### src/sv/link_quality_monitor_unit_macros.svh
`ifndef LINK_QUALITY_MONITOR_UNIT_MACROS_SVH
`define LINK_QUALITY_MONITOR_UNIT_MACROS_SVH

// same-cycle implication
`define LQM_ASSERT_NOW(label, clk, rst, ante, cons) \
   label: assert property (@(posedge clk) disable iff (rst) (ante) |-> (cons)) \
      else $error("link quality monitor check failed");

// next-cycle implication
`define LQM_ASSERT_NEXT(label, clk, rst, ante, cons) \
   label: assert property (@(posedge clk) disable iff (rst) (ante) |=> (cons)) \
      else $error("link quality monitor check failed");

`endif

### src/sv/lqm_pkg.sv
`default_nettype none

package lqm_pkg;

   localparam int MS_W  = 12;
   localparam int RUN_W = 4;
   localparam int SUM_W = 16;
   localparam int CNT_W = 4;
   localparam int STEP_W = $clog2(SUM_W);

   localparam logic [RUN_W-1:0] RUN_MAX = 4'hF;

   localparam logic [1:0] GRADE_GOOD    = 2'd0;
   localparam logic [1:0] GRADE_AVERAGE = 2'd1;
   localparam logic [1:0] GRADE_BAD     = 2'd2;
   localparam logic [1:0] GRADE_NONE    = 2'd3;

   localparam logic [2:0] CSR_GOOD_LIMIT    = 3'd0;
   localparam logic [2:0] CSR_AVERAGE_LIMIT = 3'd1;
   localparam logic [2:0] CSR_STREAK_NEEDED = 3'd2;
   localparam logic [2:0] CSR_BAD_NEEDED    = 3'd3;
   localparam logic [2:0] CSR_FAIL_LIMIT    = 3'd4;

   typedef struct packed {
      logic            probe_ok;
      logic [MS_W-1:0] round_trip_ms;
   } req_type;

   typedef struct packed {
      logic [1:0]      link_grade;
      logic            link_up;
      logic [MS_W-1:0] mean_ms;
   } rsp_type;

endpackage

`default_nettype wire

### src/sv/link_quality_monitor_unit.sv
// Link quality monitor.
// req channel: one beat per probe (probe_ok, round_trip_ms), valid/stall.
// rsp channel: one beat per probe (link_grade, link_up, mean_ms), valid/stall.
// csr port: csr_write with csr_index 0..4 writes one limit; other indexes do
// nothing. Write only while no probe is in flight.
// A successful probe updates the sample window and running sum in the accept
// cycle, then a bit-serial divider forms sum / count, one quotient bit per
// cycle; the divider's done pulse moves the FSM to ST_FINISH, where the grade
// is formed and the result is written into the output register. A failed
// probe skips the divider and goes from ST_FINISH straight into the output
// register. One probe is worked on at a time: req_stall stays high from the
// accept until its result has entered the output register.
// The output register lets the next probe be accepted while a result waits;
// if the receiver is still stalling when the next result is ready, the block
// holds that result and keeps req_stall high until the register frees.
// Reset restores the limits to 60/150/3/3/3, empties the window, clears all
// run counters, reports good and link down, and drops rsp_valid.
`default_nettype none
`include "link_quality_monitor_unit_macros.svh"

module link_quality_monitor_unit #(
   parameter int WINDOW = 10
) (
   input  wire logic                         clock,
   input  wire logic                         reset,
   input  wire logic                         req_valid,
   output logic                              req_stall,
   input  wire lqm_pkg::req_type             req_data,
   output logic                              rsp_valid,
   input  wire logic                         rsp_stall,
   output lqm_pkg::rsp_type                  rsp_data,
   input  wire logic                         csr_write,
   input  wire logic [2:0]                   csr_index,
   input  wire logic [lqm_pkg::MS_W-1:0]     csr_data
);

   localparam int SLOT_W = (WINDOW > 1) ? $clog2(WINDOW) : 1;

   typedef enum logic [1:0] {ST_IDLE, ST_DIVIDE, ST_FINISH} state_type;

   state_type                     state_ff, state_in;

   logic [lqm_pkg::MS_W-1:0]      good_limit_ff, good_limit_in;
   logic [lqm_pkg::MS_W-1:0]      avg_limit_ff, avg_limit_in;
   logic [lqm_pkg::RUN_W-1:0]     streak_needed_ff, streak_needed_in;
   logic [lqm_pkg::RUN_W-1:0]     bad_needed_ff, bad_needed_in;
   logic [lqm_pkg::RUN_W-1:0]     fail_limit_ff, fail_limit_in;

   logic [lqm_pkg::MS_W-1:0]      window_ff [WINDOW];
   logic [lqm_pkg::MS_W-1:0]      oldest_sample_ff;
   logic [lqm_pkg::SUM_W-1:0]     sum_ff, sum_in;
   logic [lqm_pkg::CNT_W-1:0]     count_ff, count_in;
   logic [SLOT_W-1:0]             oldest_ff, oldest_in;
   logic [lqm_pkg::RUN_W-1:0]     bad_run_ff, bad_run_in;
   logic [1:0]                    last_grade_ff, last_grade_in;
   logic [lqm_pkg::RUN_W-1:0]     grade_run_ff, grade_run_in;
   logic [lqm_pkg::RUN_W-1:0]     fail_run_ff, fail_run_in;
   logic [1:0]                    reported_ff, reported_in;
   logic                          connected_ff, connected_in;
   logic [lqm_pkg::MS_W-1:0]      mean_ff, mean_in;
   logic                          ok_ff, ok_in;

   logic                          rsp_valid_ff, rsp_valid_in;
   lqm_pkg::rsp_type              rsp_ff, rsp_in;

   logic                          accept;
   logic                          full;
   logic [SLOT_W-1:0]             wr_slot;
   logic [lqm_pkg::MS_W-1:0]      old_sample;
   logic                          push;
   logic                          div_done;
   logic [lqm_pkg::SUM_W-1:0]     quotient;
   logic [lqm_pkg::MS_W-1:0]      mean_new;
   logic [1:0]                    grade;
   logic                          out_free;

   assign accept   = req_valid && !req_stall;
   assign push     = accept && req_data.probe_ok;
   assign full     = count_ff == lqm_pkg::CNT_W'(WINDOW);
   assign wr_slot  = full ? oldest_ff : count_ff[SLOT_W-1:0];
   assign old_sample = full ? oldest_sample_ff : '0;
   assign out_free = !rsp_valid_ff || !rsp_stall;
   assign mean_new = quotient[lqm_pkg::MS_W-1:0];

   lqm_serial_div u_div (
      .clock    (clock),
      .reset    (reset),
      .start    (push),
      .dividend (sum_in),
      .divisor  (count_in),
      .done     (div_done),
      .quotient (quotient)
   );

   always_comb begin
      if (mean_new <= good_limit_ff) begin
         grade = lqm_pkg::GRADE_GOOD;
      end else if (mean_new <= avg_limit_ff) begin
         grade = lqm_pkg::GRADE_AVERAGE;
      end else begin
         grade = lqm_pkg::GRADE_BAD;
      end
   end

   always_comb begin
      state_in         = state_ff;
      good_limit_in    = good_limit_ff;
      avg_limit_in     = avg_limit_ff;
      streak_needed_in = streak_needed_ff;
      bad_needed_in    = bad_needed_ff;
      fail_limit_in    = fail_limit_ff;
      sum_in           = sum_ff;
      count_in         = count_ff;
      oldest_in        = oldest_ff;
      bad_run_in       = bad_run_ff;
      last_grade_in    = last_grade_ff;
      grade_run_in     = grade_run_ff;
      fail_run_in      = fail_run_ff;
      reported_in      = reported_ff;
      connected_in     = connected_ff;
      mean_in          = mean_ff;
      ok_in            = ok_ff;
      rsp_in           = rsp_ff;
      rsp_valid_in     = rsp_valid_ff && rsp_stall;

      if (csr_write) begin
         unique case (csr_index)
            lqm_pkg::CSR_GOOD_LIMIT:    good_limit_in    = csr_data;
            lqm_pkg::CSR_AVERAGE_LIMIT: avg_limit_in     = csr_data;
            lqm_pkg::CSR_STREAK_NEEDED: streak_needed_in = csr_data[lqm_pkg::RUN_W-1:0];
            lqm_pkg::CSR_BAD_NEEDED:    bad_needed_in    = csr_data[lqm_pkg::RUN_W-1:0];
            lqm_pkg::CSR_FAIL_LIMIT:    fail_limit_in    = csr_data[lqm_pkg::RUN_W-1:0];
            default: ;
         endcase
      end

      unique case (state_ff)
         ST_IDLE: begin
            if (accept) begin
               ok_in = req_data.probe_ok;
               if (req_data.probe_ok) begin
                  sum_in = sum_ff - lqm_pkg::SUM_W'(old_sample)
                         + lqm_pkg::SUM_W'(req_data.round_trip_ms);
                  if (full) begin
                     oldest_in = (oldest_ff == SLOT_W'(WINDOW - 1)) ? '0
                               : oldest_ff + 1'b1;
                  end else begin
                     count_in = count_ff + 1'b1;
                  end
                  state_in = ST_DIVIDE;
               end else begin
                  state_in = ST_FINISH;
               end
            end
         end
         ST_DIVIDE: begin
            if (div_done) begin
               state_in = ST_FINISH;
            end
         end
         ST_FINISH: begin
            if (out_free) begin
               if (ok_ff) begin
                  fail_run_in  = '0;
                  connected_in = 1'b1;
                  mean_in      = mean_new;
                  if (grade == lqm_pkg::GRADE_BAD) begin
                     bad_run_in = (bad_run_ff == lqm_pkg::RUN_MAX) ? lqm_pkg::RUN_MAX
                                : bad_run_ff + 1'b1;
                  end else begin
                     bad_run_in = '0;
                  end
                  if (grade == last_grade_ff) begin
                     grade_run_in = (grade_run_ff == lqm_pkg::RUN_MAX) ? lqm_pkg::RUN_MAX
                                  : grade_run_ff + 1'b1;
                  end else begin
                     last_grade_in = grade;
                     grade_run_in  = lqm_pkg::RUN_W'(1);
                  end
                  if (bad_run_in >= bad_needed_ff) begin
                     reported_in = lqm_pkg::GRADE_BAD;
                  end else if (grade_run_in >= streak_needed_ff) begin
                     reported_in = grade;
                  end
               end else begin
                  fail_run_in = (fail_run_ff == lqm_pkg::RUN_MAX) ? lqm_pkg::RUN_MAX
                              : fail_run_ff + 1'b1;
                  if (fail_run_in >= fail_limit_ff) begin
                     connected_in = 1'b0;
                     reported_in  = lqm_pkg::GRADE_BAD;
                  end
               end
               rsp_in.link_grade = reported_in;
               rsp_in.link_up    = connected_in;
               rsp_in.mean_ms    = mean_in;
               rsp_valid_in      = 1'b1;
               state_in          = ST_IDLE;
            end
         end
         default: state_in = ST_IDLE;
      endcase
   end

   always_ff @(posedge clock) begin
      if (reset) begin
         state_ff         <= ST_IDLE;
         good_limit_ff    <= lqm_pkg::MS_W'(60);
         avg_limit_ff     <= lqm_pkg::MS_W'(150);
         streak_needed_ff <= lqm_pkg::RUN_W'(3);
         bad_needed_ff    <= lqm_pkg::RUN_W'(3);
         fail_limit_ff    <= lqm_pkg::RUN_W'(3);
         sum_ff           <= '0;
         count_ff         <= '0;
         oldest_ff        <= '0;
         bad_run_ff       <= '0;
         last_grade_ff    <= lqm_pkg::GRADE_NONE;
         grade_run_ff     <= '0;
         fail_run_ff      <= '0;
         reported_ff      <= lqm_pkg::GRADE_GOOD;
         connected_ff     <= 1'b0;
         mean_ff          <= '0;
         rsp_valid_ff     <= 1'b0;
      end else begin
         state_ff         <= state_in;
         good_limit_ff    <= good_limit_in;
         avg_limit_ff     <= avg_limit_in;
         streak_needed_ff <= streak_needed_in;
         bad_needed_ff    <= bad_needed_in;
         fail_limit_ff    <= fail_limit_in;
         sum_ff           <= sum_in;
         count_ff         <= count_in;
         oldest_ff        <= oldest_in;
         bad_run_ff       <= bad_run_in;
         last_grade_ff    <= last_grade_in;
         grade_run_ff     <= grade_run_in;
         fail_run_ff      <= fail_run_in;
         reported_ff      <= reported_in;
         connected_ff     <= connected_in;
         mean_ff          <= mean_in;
         rsp_valid_ff     <= rsp_valid_in;
      end
      ok_ff  <= ok_in;
      rsp_ff <= rsp_in;
   end

   // sample store, no reset; the oldest entry is read through a register ahead of use
   always_ff @(posedge clock) begin
      if (push) begin
         window_ff[wr_slot] <= req_data.round_trip_ms;
      end
      oldest_sample_ff <= window_ff[oldest_ff];
   end

   assign req_stall = state_ff != ST_IDLE;
   assign rsp_valid = rsp_valid_ff;
   assign rsp_data  = rsp_ff;

   `LQM_ASSERT_NEXT(a_busy_after_accept, clock, reset, accept, req_stall)
   `LQM_ASSERT_NOW(a_done_only_dividing, clock, reset, div_done, state_ff == ST_DIVIDE)
   `LQM_ASSERT_NOW(a_grade_valid, clock, reset, rsp_valid,
                   rsp_data.link_grade != lqm_pkg::GRADE_NONE)

endmodule

`default_nettype wire

### src/sv/lqm_serial_div.sv
`default_nettype none

// restoring divider, one quotient bit per cycle
module lqm_serial_div (
   input  wire logic                       clock,
   input  wire logic                       reset,
   input  wire logic                       start,
   input  wire logic [lqm_pkg::SUM_W-1:0]  dividend,
   input  wire logic [lqm_pkg::CNT_W-1:0]  divisor,
   output logic                            done,
   output logic [lqm_pkg::SUM_W-1:0]       quotient
);

   logic                         busy_ff, busy_in;
   logic                         done_ff, done_in;
   logic [lqm_pkg::STEP_W-1:0]   step_ff, step_in;
   logic [lqm_pkg::SUM_W-1:0]    quo_ff, quo_in;
   logic [lqm_pkg::CNT_W-1:0]    rem_ff, rem_in;
   logic [lqm_pkg::CNT_W-1:0]    div_ff, div_in;

   logic [lqm_pkg::CNT_W:0]      trial;
   logic [lqm_pkg::CNT_W:0]      diff;
   logic                         fits;

   assign trial = {rem_ff, quo_ff[lqm_pkg::SUM_W-1]};
   assign fits  = trial >= {1'b0, div_ff};
   assign diff  = trial - {1'b0, div_ff};

   always_comb begin
      busy_in = busy_ff;
      done_in = 1'b0;
      step_in = step_ff;
      quo_in  = quo_ff;
      rem_in  = rem_ff;
      div_in  = div_ff;
      if (start) begin
         busy_in = 1'b1;
         step_in = '0;
         quo_in  = dividend;
         rem_in  = '0;
         div_in  = divisor;
      end else if (busy_ff) begin
         quo_in  = {quo_ff[lqm_pkg::SUM_W-2:0], fits};
         rem_in  = fits ? diff[lqm_pkg::CNT_W-1:0] : trial[lqm_pkg::CNT_W-1:0];
         step_in = step_ff + 1'b1;
         if (step_ff == lqm_pkg::STEP_W'(lqm_pkg::SUM_W - 1)) begin
            busy_in = 1'b0;
            done_in = 1'b1;
         end
      end
   end

   always_ff @(posedge clock) begin
      if (reset) begin
         busy_ff <= 1'b0;
         done_ff <= 1'b0;
         step_ff <= '0;
      end else begin
         busy_ff <= busy_in;
         done_ff <= done_in;
         step_ff <= step_in;
      end
      quo_ff <= quo_in;
      rem_ff <= rem_in;
      div_ff <= div_in;
   end

   assign done     = done_ff;
   assign quotient = quo_ff;

endmodule

`default_nettype wire
### config.mk
export PLATFORM = sky130hd
export DESIGN_NAME = link_quality_monitor_unit
export DESIGN_NICKNAME = d
export VERILOG_FILES = /design/src/sv/lqm_pkg.sv /design/src/sv/link_quality_monitor_unit.sv /design/src/sv/lqm_serial_div.sv
export VERILOG_INCLUDE_DIRS = /design/src /design/src/sv
export SDC_FILE = /design/constraint.sdc
export NUM_CORES = 1
export LEC_CHECK = 0
export BUFFER_PORTS_ARGS = -buffer_cell sky130_fd_sc_hd__buf_2
export CAP_MARGIN = 20
export CORE_ASPECT_RATIO = 1.4
export CORE_UTILIZATION = 61
export CTS_BUF_LIST = sky130_fd_sc_hd__clkbuf_8
export DETAILED_ROUTE_END_ITERATION = 16
export GPL_TIMING_DRIVEN = 0
export PLACE_DENSITY = 0.83
export SLEW_MARGIN = 30
export SYNTH_ARGS = -nofsm -noshare
export SYNTH_HDL_FRONTEND = slang
export SYNTH_SLANG_ARGS = --single-unit
### constraint.sdc
create_clock -name clock -period 7.9 [get_ports clock]
set_input_delay 0.79 -clock clock [delete_from_list [all_inputs] [get_ports clock]]
set_output_delay 0.79 -clock clock [all_outputs]
set_load 0.02 [all_outputs]
# Word-level counts from Yosys, hierarchy flattened
# Memories as Yosys holds them, arrays and structs flattened. A register that Yosys moved wholly into a read port is not among the register bits.
# Index checks and enable logic that the tools add are counted.
# Widths: inputs -> output; s select.
# classes
addsub,9
order_cmp,6
eq_ne,17
n_mux,47
n_bitwise,2
reduce_logical,24
# op_table
operator,count
$mux 16,5
$mux 4,19
$add 4x1->4 const B,6
$eq 4x4->1 const B,6
$le 12x12->1,2
$mux 12,2
$mux 2,10
$add 16x12->16,1
$sub 16x12->16,1
$reduce_and 2->1,7
$ge 4x4->1,3
$mux 1,10
$reduce_and 4->1,2
$eq 3x2->1 const B,2
$pmux 2 s3,1
$reduce_and 3->1,2
$ge 5x4->1,1
$eq 2x2->1 const B,2
$ne 2x2->1 const B,2
$reduce_bool 2->1,2
$sub 4x4->4,1
$eq 3x1->1 const B,1
$eq 3x3->1 const B,1
$logic_and 1x1->1,3
10 further kinds,13
# word_totals
regBits,138
ram_bits,120
inputBits,33
output_inout_bits,17
word_cells,133
mem_count,1
# mem_list
memory,words,word_bits,read_ports,rd_ports_with_merged_regs,write_ports,line,rtl
window_ff,10,12,1,1,1,link_quality_monitor_unit.sv:49,logic [lqm_pkg::MS_W-1:0] window_ff [WINDOW];

# Longest topological paths before layout
# Gate-level depths: netlist of run 1.
# logic_depth
ltp_word,12
ltp_mapped,18
ltp_nobuf,17

# Modules after synthesis
# From an unflattened synthesis of run 1, not the netlist that was laid out.
# unflattened
hier_cells,1117
hier_area_um2,12741.0
# modules_own_cells
mod,n_inst,cells_per_inst,area_each_um2
link_quality_monitor_unit,1,1012,11362.1
lqm_serial_div,1,105,1378.8

# Worst setup path after synthesis of run 1
# OpenSTA, ideal clock, no wires.
# synth_path
path_kind,register -> register
from,reg count_ff[0] (netlist name)
to,"reg u_div.quo_ff, in the netlist u_div.quotient[12] (data pin)"
setup_time_ps,135
arrival_time_ps,3564
t_required_ps,7765
slack_ps,4201
stages_incl_launch_ff,16
cell_sequence,dfxtp_1 inv_1 ha_1 and3_1 clkbuf_1 clkbuf_1 and2_1 fa_1 fa_1 nor2b_1 o21a_1 o21ai_0 a211oi_1 nor3_1 or4_1 nand3_1
# synth_via
elab_chain_cells,8
# synth_rtl
element,line,rtl
start: declaration,link_quality_monitor_unit.sv:52,"logic [lqm_pkg::CNT_W-1:0] count_ff, count_in;"
start signal: assignment,link_quality_monitor_unit.sv:231,count_ff <= count_in;
$eq 4x4->1,link_quality_monitor_unit.sv:79,assign full = count_ff == lqm_pkg::CNT_W'(WINDOW);
$mux 12,link_quality_monitor_unit.sv:81,assign old_sample = full ? oldest_sample_ff : '0;
$sub 16x12->16,link_quality_monitor_unit.sv:142,sum_in = sum_ff - lqm_pkg::SUM_W'(old_sample)
$add 16x12->16,link_quality_monitor_unit.sv:143,+ lqm_pkg::SUM_W'(req_data.round_trip_ms);
$mux 16,link_quality_monitor_unit.sv:141,if (req_data.probe_ok) begin
$mux 16,link_quality_monitor_unit.sv:139,if (accept) begin
$mux 16,link_quality_monitor_unit.sv:137,unique case (state_ff)
$mux 16,lqm_serial_div.sv:36,if (start) begin
named net u_div.quo_in (one bit),lqm_serial_div.sv:17,"logic [lqm_pkg::SUM_W-1:0] quo_ff, quo_in;"
end signal: assignment,lqm_serial_div.sv:63,quo_ff <= quo_in;
end: declaration,lqm_serial_div.sv:17,
# The timed path passes the listed nets, and every way through them passes these cells.
# A chain may end at the register's enable or synchronous reset.

# Worst setup path after layout of run 1
# layout_path
from,reg count_ff[0] (netlist name)
to,"reg u_div.quo_ff, in the netlist u_div.quotient[14] (data pin)"
# The elaborated chain is that of the path after synthesis.

==> results.py, run 1 <==
metrics = {
    "yosys": {
        "synth_nets": 1244,
        "yosys-top-cells-area": "edfxtp_1 (37%), dfxtp_1 (18%), ha_1 (6.1%)",
        "synth_edf_count": 156,
        "ys_seq_elements": 270,
        "ys.flop_type": "edfxtp_1",
        "avgSynthCellArea_um2": 11.2,
        "netlist_area_um2": 12700,
        "yosysWarningCount": 0,
        "syn_inst": 1136,
        "synth-seq-area-share_pct": 54.9,
        "synthArstFlopShare_pct": 0,
        "synth_top_cell_area_share_pct": 36.9,
        "synth.distinct_cells": 59,
        "synth_top_area_cell": "edfxtp_1",
    },
    "global_route": {
        "overflow": 0,
        "grt_max_degree": 25,
        "grt_use_total_pct": 25.4,
        "antenna_found_initial": 0,
        "grt_pass1_vias": 8975,
        "grt_first_pass_wirelength_um": 42100,
    },
    "clocking": {
        "post_cts_resized": 0,
        "ctsHoldBuffers": 0,
        "cts_made_buffers": 40,
        "post-cts-setup-buffer-count": 0,
        "cts_tree": "built",
        "path_clk_slew_ns": 0.06,
        "clock-sinks": 270,
        "htree_levels": 2,
        "insertion_delay_ns": 0.56,
        "cts_buffer_depth": 3,
        "root_buffer": "clkbuf_8",
    },
    "critical_path": {
        "cp.required_ns": 8.21,
        "worstPathCellList": "inv_1 > ha_1 > and3_1 > clkbuf_1 > clkbuf_1 > and2_1 > fa_1 > inv_1 > ha_1 > nor2b_1 > o21a_1 > o21ai_0 > a211oi_1 > o311ai_0 > a211o_1 > nand3_1",
        "path_buf_inv": 4,
        "start_kind": "flop",
        "worst_setup_path_end_kind": "flop",
        "critical_path.top_delay_family": "compound AO/OA/AOI/OAI gates",
        "crit_fanout": 10,
        "criticalPathCategory": "reg2reg",
        "critPathArrivalTime_ns": 4.68,
        "r2r_setup_slack_ns": 3.53,
        "max_stage_delay_ns": 0.68,
        "slowest_stage": "o311ai_0",
    },
    "sta": {
        "fin_ws_ns": 3.53,
        "skew_ns": 0.0192,
        "setup_viol_count_final": 0,
        "tightest_slew_ns": 0.781,
        "hold_slack_ns": 0.453,
        "tns_ns": 0,
        "maxSlewHeadroom_pct": 48.0,
        "drv_slew": 0,
        "period_needed_ns": 4.37,
        "rsz0062_at_grt": "false",
        "finalHoldViolCount": 0,
        "max_freq_mhz": 229,
        "fin_crit_sh_pct": 55.4,
    },
    "place": {
        "port_buffers": 48,
        "pre_cts_ws_ns": 3.58,
        "hpwl_um": 19300,
        "gp_congestion": 0.856,
        "dp.cells": 1440,
        "dpl-instance-area_um2": 13300,
    },
    "route": {
        "ant_nets": 0,
        "drt_iter0_drc": 389,
        "postRouteWirelength_um": 26300,
        "drc": 0,
        "first_pass_iters": 6,
        "vias": 8754,
        "wl_per_cell_um": 17.4,
        "routed_via_density": 5.78,
    },
    "floorplanning": {
        "num_rows": 62,
        "die_y_um": 173,
        "die_w_um": 124,
        "initial_core_util_pct": 62.0,
        "pin_count": 50,
        "die_area_um2": 21400,
        "core_area_um2": 20500,
    },
    "finish": {
        "drive_above_1_share_pct": 13.4,
        "instances_no_fill": 1514,
        "nets": 1334,
        "final_common_cell": "edfxtp_1",
        "stdcell_area_um2": 14000,
        "area_growth_pct": 10.3,
        "post-route-util_pct": 68.4,
        "layout_common_cells": "edfxtp_1 (156), nand2_1 (152), inv_1 (118)",
        "antenna_cells": 0,
    },
    "pwr": {
        "power.density_nw_per_um2": 218,
        "ir_worst_vdd_mv": 0.210,
        "p_leak_nw": 5.38,
        "power_mw": 3.05,
    },
    "min_path": {
        "min_path_type": "in2reg",
    },
    "outcome": {
        "status": "finished clean",
    },
    "run": {
        "drv_cap": 0,
    },
}
==> logic make-up (layout without fill, tap and decap cells) <==
group | count (synthesis) | after routing | synth area share (%)
adders and majority gates | 75 | 75 | 8.16
buffers and inverters | 151 | 273 | 4.79
muxes | 67 | 67 | 7.80
DFF | 270 | 270 | 54.9
AOI/OAI and AO/OA | 204 | 204 | 10.5
and+or+nand+nor | 354 | 354 | 12.8
xor gates and xnor gates | 15 | 15 | 1.04
==> report_power, final <==
group / switching [mW] / internal, mW
clock: 0.542 / 0.492
combinational: 0.269 / 0.176
sequential: 0.0315 / 1.54
==> worst register-to-register path, stage by stage (launching register included) <==
cell,delay (ns)
dfxtp_1,0.38
inv_1,0.11
ha_1,0.25
and3_1,0.19
clkbuf_1,0.14
clkbuf_1,0.22
and2_1,0.22
fa_1,0.47
inv_1,0.04
ha_1,0.35
nor2b_1,0.16
o21a_1,0.21
o21ai_0,0.23
a211oi_1,0.17
o311ai_0,0.68
a211o_1,0.25
nand3_1,0.07
==> final timing paths <==
check	startpoint	endpoint	cells after the start
min	req_data[12]	ok_ff	1
min reg2reg	mean_ff[8]	mean_ff[8]	2
max	count_ff[0]	u_div.quotient[14]	16
max reg2reg	count_ff[0]	u_div.quotient[14]	16
==> registers in the layout, indices dropped and copies added (netlist names), 12 cells and up <==
register,count
rsp_data,15
good_limit_ff,12
window_ff,120
avg_limit_ff,12
mean_ff,12
sum_ff,16
oldest_sample_ff,12
u_div.quotient,16
==> synthesized netlist by cell type (5+ instances only) <==
cell / count
a211o_1: 5
a211oi_1: 22
a21o_1: 14
a21oi_1: 82
a22oi_1: 6
a31oi_1: 8
and2_1: 15
and3_1: 5
buf_2: 6
clkbuf_1: 36
dfxtp_1: 114
edfxtp_1: 156
fa_1: 13
ha_1: 62
inv_1: 103
mux2_2: 15
mux2i_1: 28
mux4_2: 24
nand2_1: 152
nand2b_1: 12
nand3_1: 20
nand3b_1: 6
nand4_1: 9
nor2_1: 69
nor2b_1: 25
nor3_1: 24
o211ai_1: 15
o21ai_0: 19
or3_1: 9
xnor2_1: 7
xor2_1: 8
==> per-layer routing <==
metal | up-vias | wire, µm | global-route usage, %
li1 | 4234 | - | -
met1 | 4185 | 9780 | 26.3
met2 | 241 | 14200 | 47.6
met3 | 94 | 1040 | 4.12
met4 | 0 | 1250 | 12.9
met5 | - | 0 | 0
==> cell type report <==
cell class | count | area [µm²]
buffer | 48 | 223
clock buffer | 41 | 564
clock inverter | 33 | 161
fill | 1492 | 6480
inverter | 103 | 387
multi-input combinational | 715 | 5140
sequential | 270 | 6970
tap | 256 | 320
timing repair buffer | 48 | 240
Note: power is estimated with default switching activity, not from simulation.
==> run 2, diff against run 1 <==
--- a/config.mk
+++ b/config.mk
@@ -9,7 +9,7 @@
 export BUFFER_PORTS_ARGS = -buffer_cell sky130_fd_sc_hd__buf_2
 export CAP_MARGIN = 20
 export CORE_ASPECT_RATIO = 1.4
-export CORE_UTILIZATION = 61
+export CORE_UTILIZATION = 58
 export CTS_BUF_LIST = sky130_fd_sc_hd__clkbuf_8
 export DETAILED_ROUTE_END_ITERATION = 16
 export GPL_TIMING_DRIVEN = 0
==> constraint.sdc (replaced) <==
create_clock -name clock -period 3.6 [get_ports clock]
set_input_delay 0.36 -clock clock [delete_from_list [all_inputs] [get_ports clock]]
set_output_delay 0.36 -clock clock [all_outputs]
set_load 0.02 [all_outputs]
==> run 2 against run 1 <==
  * The run now ends with negative setup slack left
  * Utilization grew 1.0 points
  * Clock power grew 130%
  * Routed wire length grew 5.1%
  * Die area grew 5.1%
  * Sequential power grew 120%
  * Largest power group unchanged
==> results.py, run 2 (synthesized netlist as in run 1, its figures left out) <==
metrics = {
    "finish": {
        "top_register": "window_ff",
        "drive_above_1_share_pct": 20.9,
        "nets": 1361,
        "antenna_cells": 0,
        "area_growth_pct": 16.3,
        "layout_common_cells": "edfxtp_1 (156), nand2_1 (150), dfxtp_1 (112)",
        "final_common_cell": "edfxtp_1",
        "largest_register_ffs": 120,
    },
    "floorplanning": {
        "num_rows": 63,
        "pin_count": 50,
        "die_area_um2": 22500,
        "initial_core_util_pct": 59.6,
        "die_w_um": 127,
        "core_area_um2": 21300,
        "die_y_um": 177,
    },
    "critical_path": {
        "crit_fanout": 5,
        "criticalPathCategory": "reg2reg",
        "r2r_start": "u_div.quotient[9]",
        "cp.required_ns": 3.91,
        "worst_setup_path_end_kind": "flop",
        "r2r_setup_slack_ns": -0.06,
        "worstSetupStartpoint": "u_div.quotient[9]",
        "rr_worst_depth": 16,
        "start_kind": "flop",
        "critPathArrivalTime_ns": 3.97,
        "regToRegEndpoint": "rsp_data[14]",
    },
    "clocking": {
        "insertion_delay_ns": 0.56,
        "cts_buffer_depth": 3,
        "clock-sinks": 270,
        "root_buffer": "clkbuf_8",
        "path_clk_slew_ns": 0.06,
        "cts_made_buffers": 40,
        "htree_levels": 2,
        "cts_tree": "built",
    },
    "global_route": {
        "grt_first_pass_wirelength_um": 43200,
        "grt_use_total_pct": 24.8,
        "grt_max_degree": 25,
        "overflow": 0,
        "antenna_found_initial": 0,
        "grt_pass1_vias": 9216,
    },
    "pwr": {
        "ir_worst_vdd_mv": 0.456,
        "p_leak_nw": 5.61,
        "power_mw": 7.10,
        "power.density_nw_per_um2": 481,
    },
    "sta": {
        "max_freq_mhz": 273,
        "drv_slew": 0,
        "fin_crit_sh_pct": 102,
        "period_needed_ns": 3.66,
        "rsz0062_at_grt": "true",
        "skew_ns": 0.0179,
        "finalHoldViolCount": 0,
        "setup_viol_count_final": 3,
        "maxSlewHeadroom_pct": 48.2,
        "hold_slack_ns": 0.0590,
        "fin_ws_ns": -0.0631,
        "tightest_slew_ns": 0.776,
    },
    "min_path": {
        "hold_path_depth": 3,
        "min_from": "csr_data[10]",
        "hold_end": "avg_limit_ff[10]",
        "min_path_type": "in2reg",
    },
    "place": {
        "port_buffers": 48,
        "hpwl_um": 19300,
        "gp_congestion": 0.900,
    },
    "outcome": {
        "status": "finished, violations left",
        "violations": "negative setup slack",
    },
    "route": {
        "first_pass_iters": 5,
        "drc": 0,
        "wl_per_cell_um": 17.9,
        "vias": 8964,
        "postRouteWirelength_um": 27600,
        "drt_iter0_drc": 451,
        "routed_via_density": 5.80,
        "ant_nets": 0,
    },
    "run": {
        "drv_cap": 0,
    },
}
[run 2: worst max-delay path: stages, from the launching register on]
cell and delay (ns):
edfxtp_1 0.50, ha_4 0.27, a21oi_2 0.19, o21ai_2 0.08, a2111o_1 0.38, o21ai_2 0.22, a21boi_2 0.08, o32a_4 0.35
nor2_4 0.11, ha_4 0.20, nand2b_4 0.13, a21o_1 0.15, a21o_1 0.16, a21oi_2 0.18, a22oi_2 0.09, buf_4 0.17
o22a_1 0.16
[run 2: worst max path at each step]
stage,endpoint,slack (ns),cells past startpoint
2_1_floorplan,u_div.quotient[12],-0.004,15
3_3_place_gp,u_div.quotient[14],-0.48,16
3_5_place_dp,u_div.quotient[14],-0.55,16
4_1_cts,rsp_data[14],-0.002,16
5_1_grt,rsp_data[14],-0.12,16
6_report,rsp_data[14],-0.06,16
[run 2: final cells by class]
class,count,area (µm²)
fill,1400,6520
timing repair buffer,76,457
clock inverter,29,176
inverter,103,389
sequential,270,6970
clock buffer,45,619
tap,260,325
multi-input combinational,715,5590
buffer,47,238
[run 2: metrics by stage]
step	instance area [µm²]	worst slack (ns)	cells	TNS (ns)	utilization (%)
floorplan	12700	-0.00374	1136	-0.00374	-
global placement	13300	-0.479	1444	-5.06	62.3
detailed placement	13300	-0.554	1444	-6.48	62.4
CTS	14400	-0.00194	1533	-0.00194	67.9
global route	14800	-0.121	1545	-0.538	69.4
finish	14800	-0.0631	1545	-0.126	69.4
[run 2: layer usage]
layer	up-vias	track usage (%)	wire (µm)	part of all wire (%)
met2	293	47.3	15100	55
met5	-	0	0	0
met4	0	14.8	1240	4.5
met3	85	4.32	1180	4.3
li1	4269	-	-	-
met1	4317	24.9	10100	36
[run 2: where the power goes]
part	total [mW]	internal [mW]	switching, mW
Clock	2.42	1.24	1.18
Sequential	3.46	3.39	0.0733
Combinational	1.22	0.518	0.702
[run 2: timing repair]
| item | in CTS | in global routing |
|---|---|---|
| hold endpoints to repair | 1 | 0 |
| setup buffers | 15 | 12 |
| hold buffers | 1 | 0 |
| setup endpoints to repair | 23 | 14 |
| resized for setup | 46 | 45 |
| pin swaps | 28 | 21 |
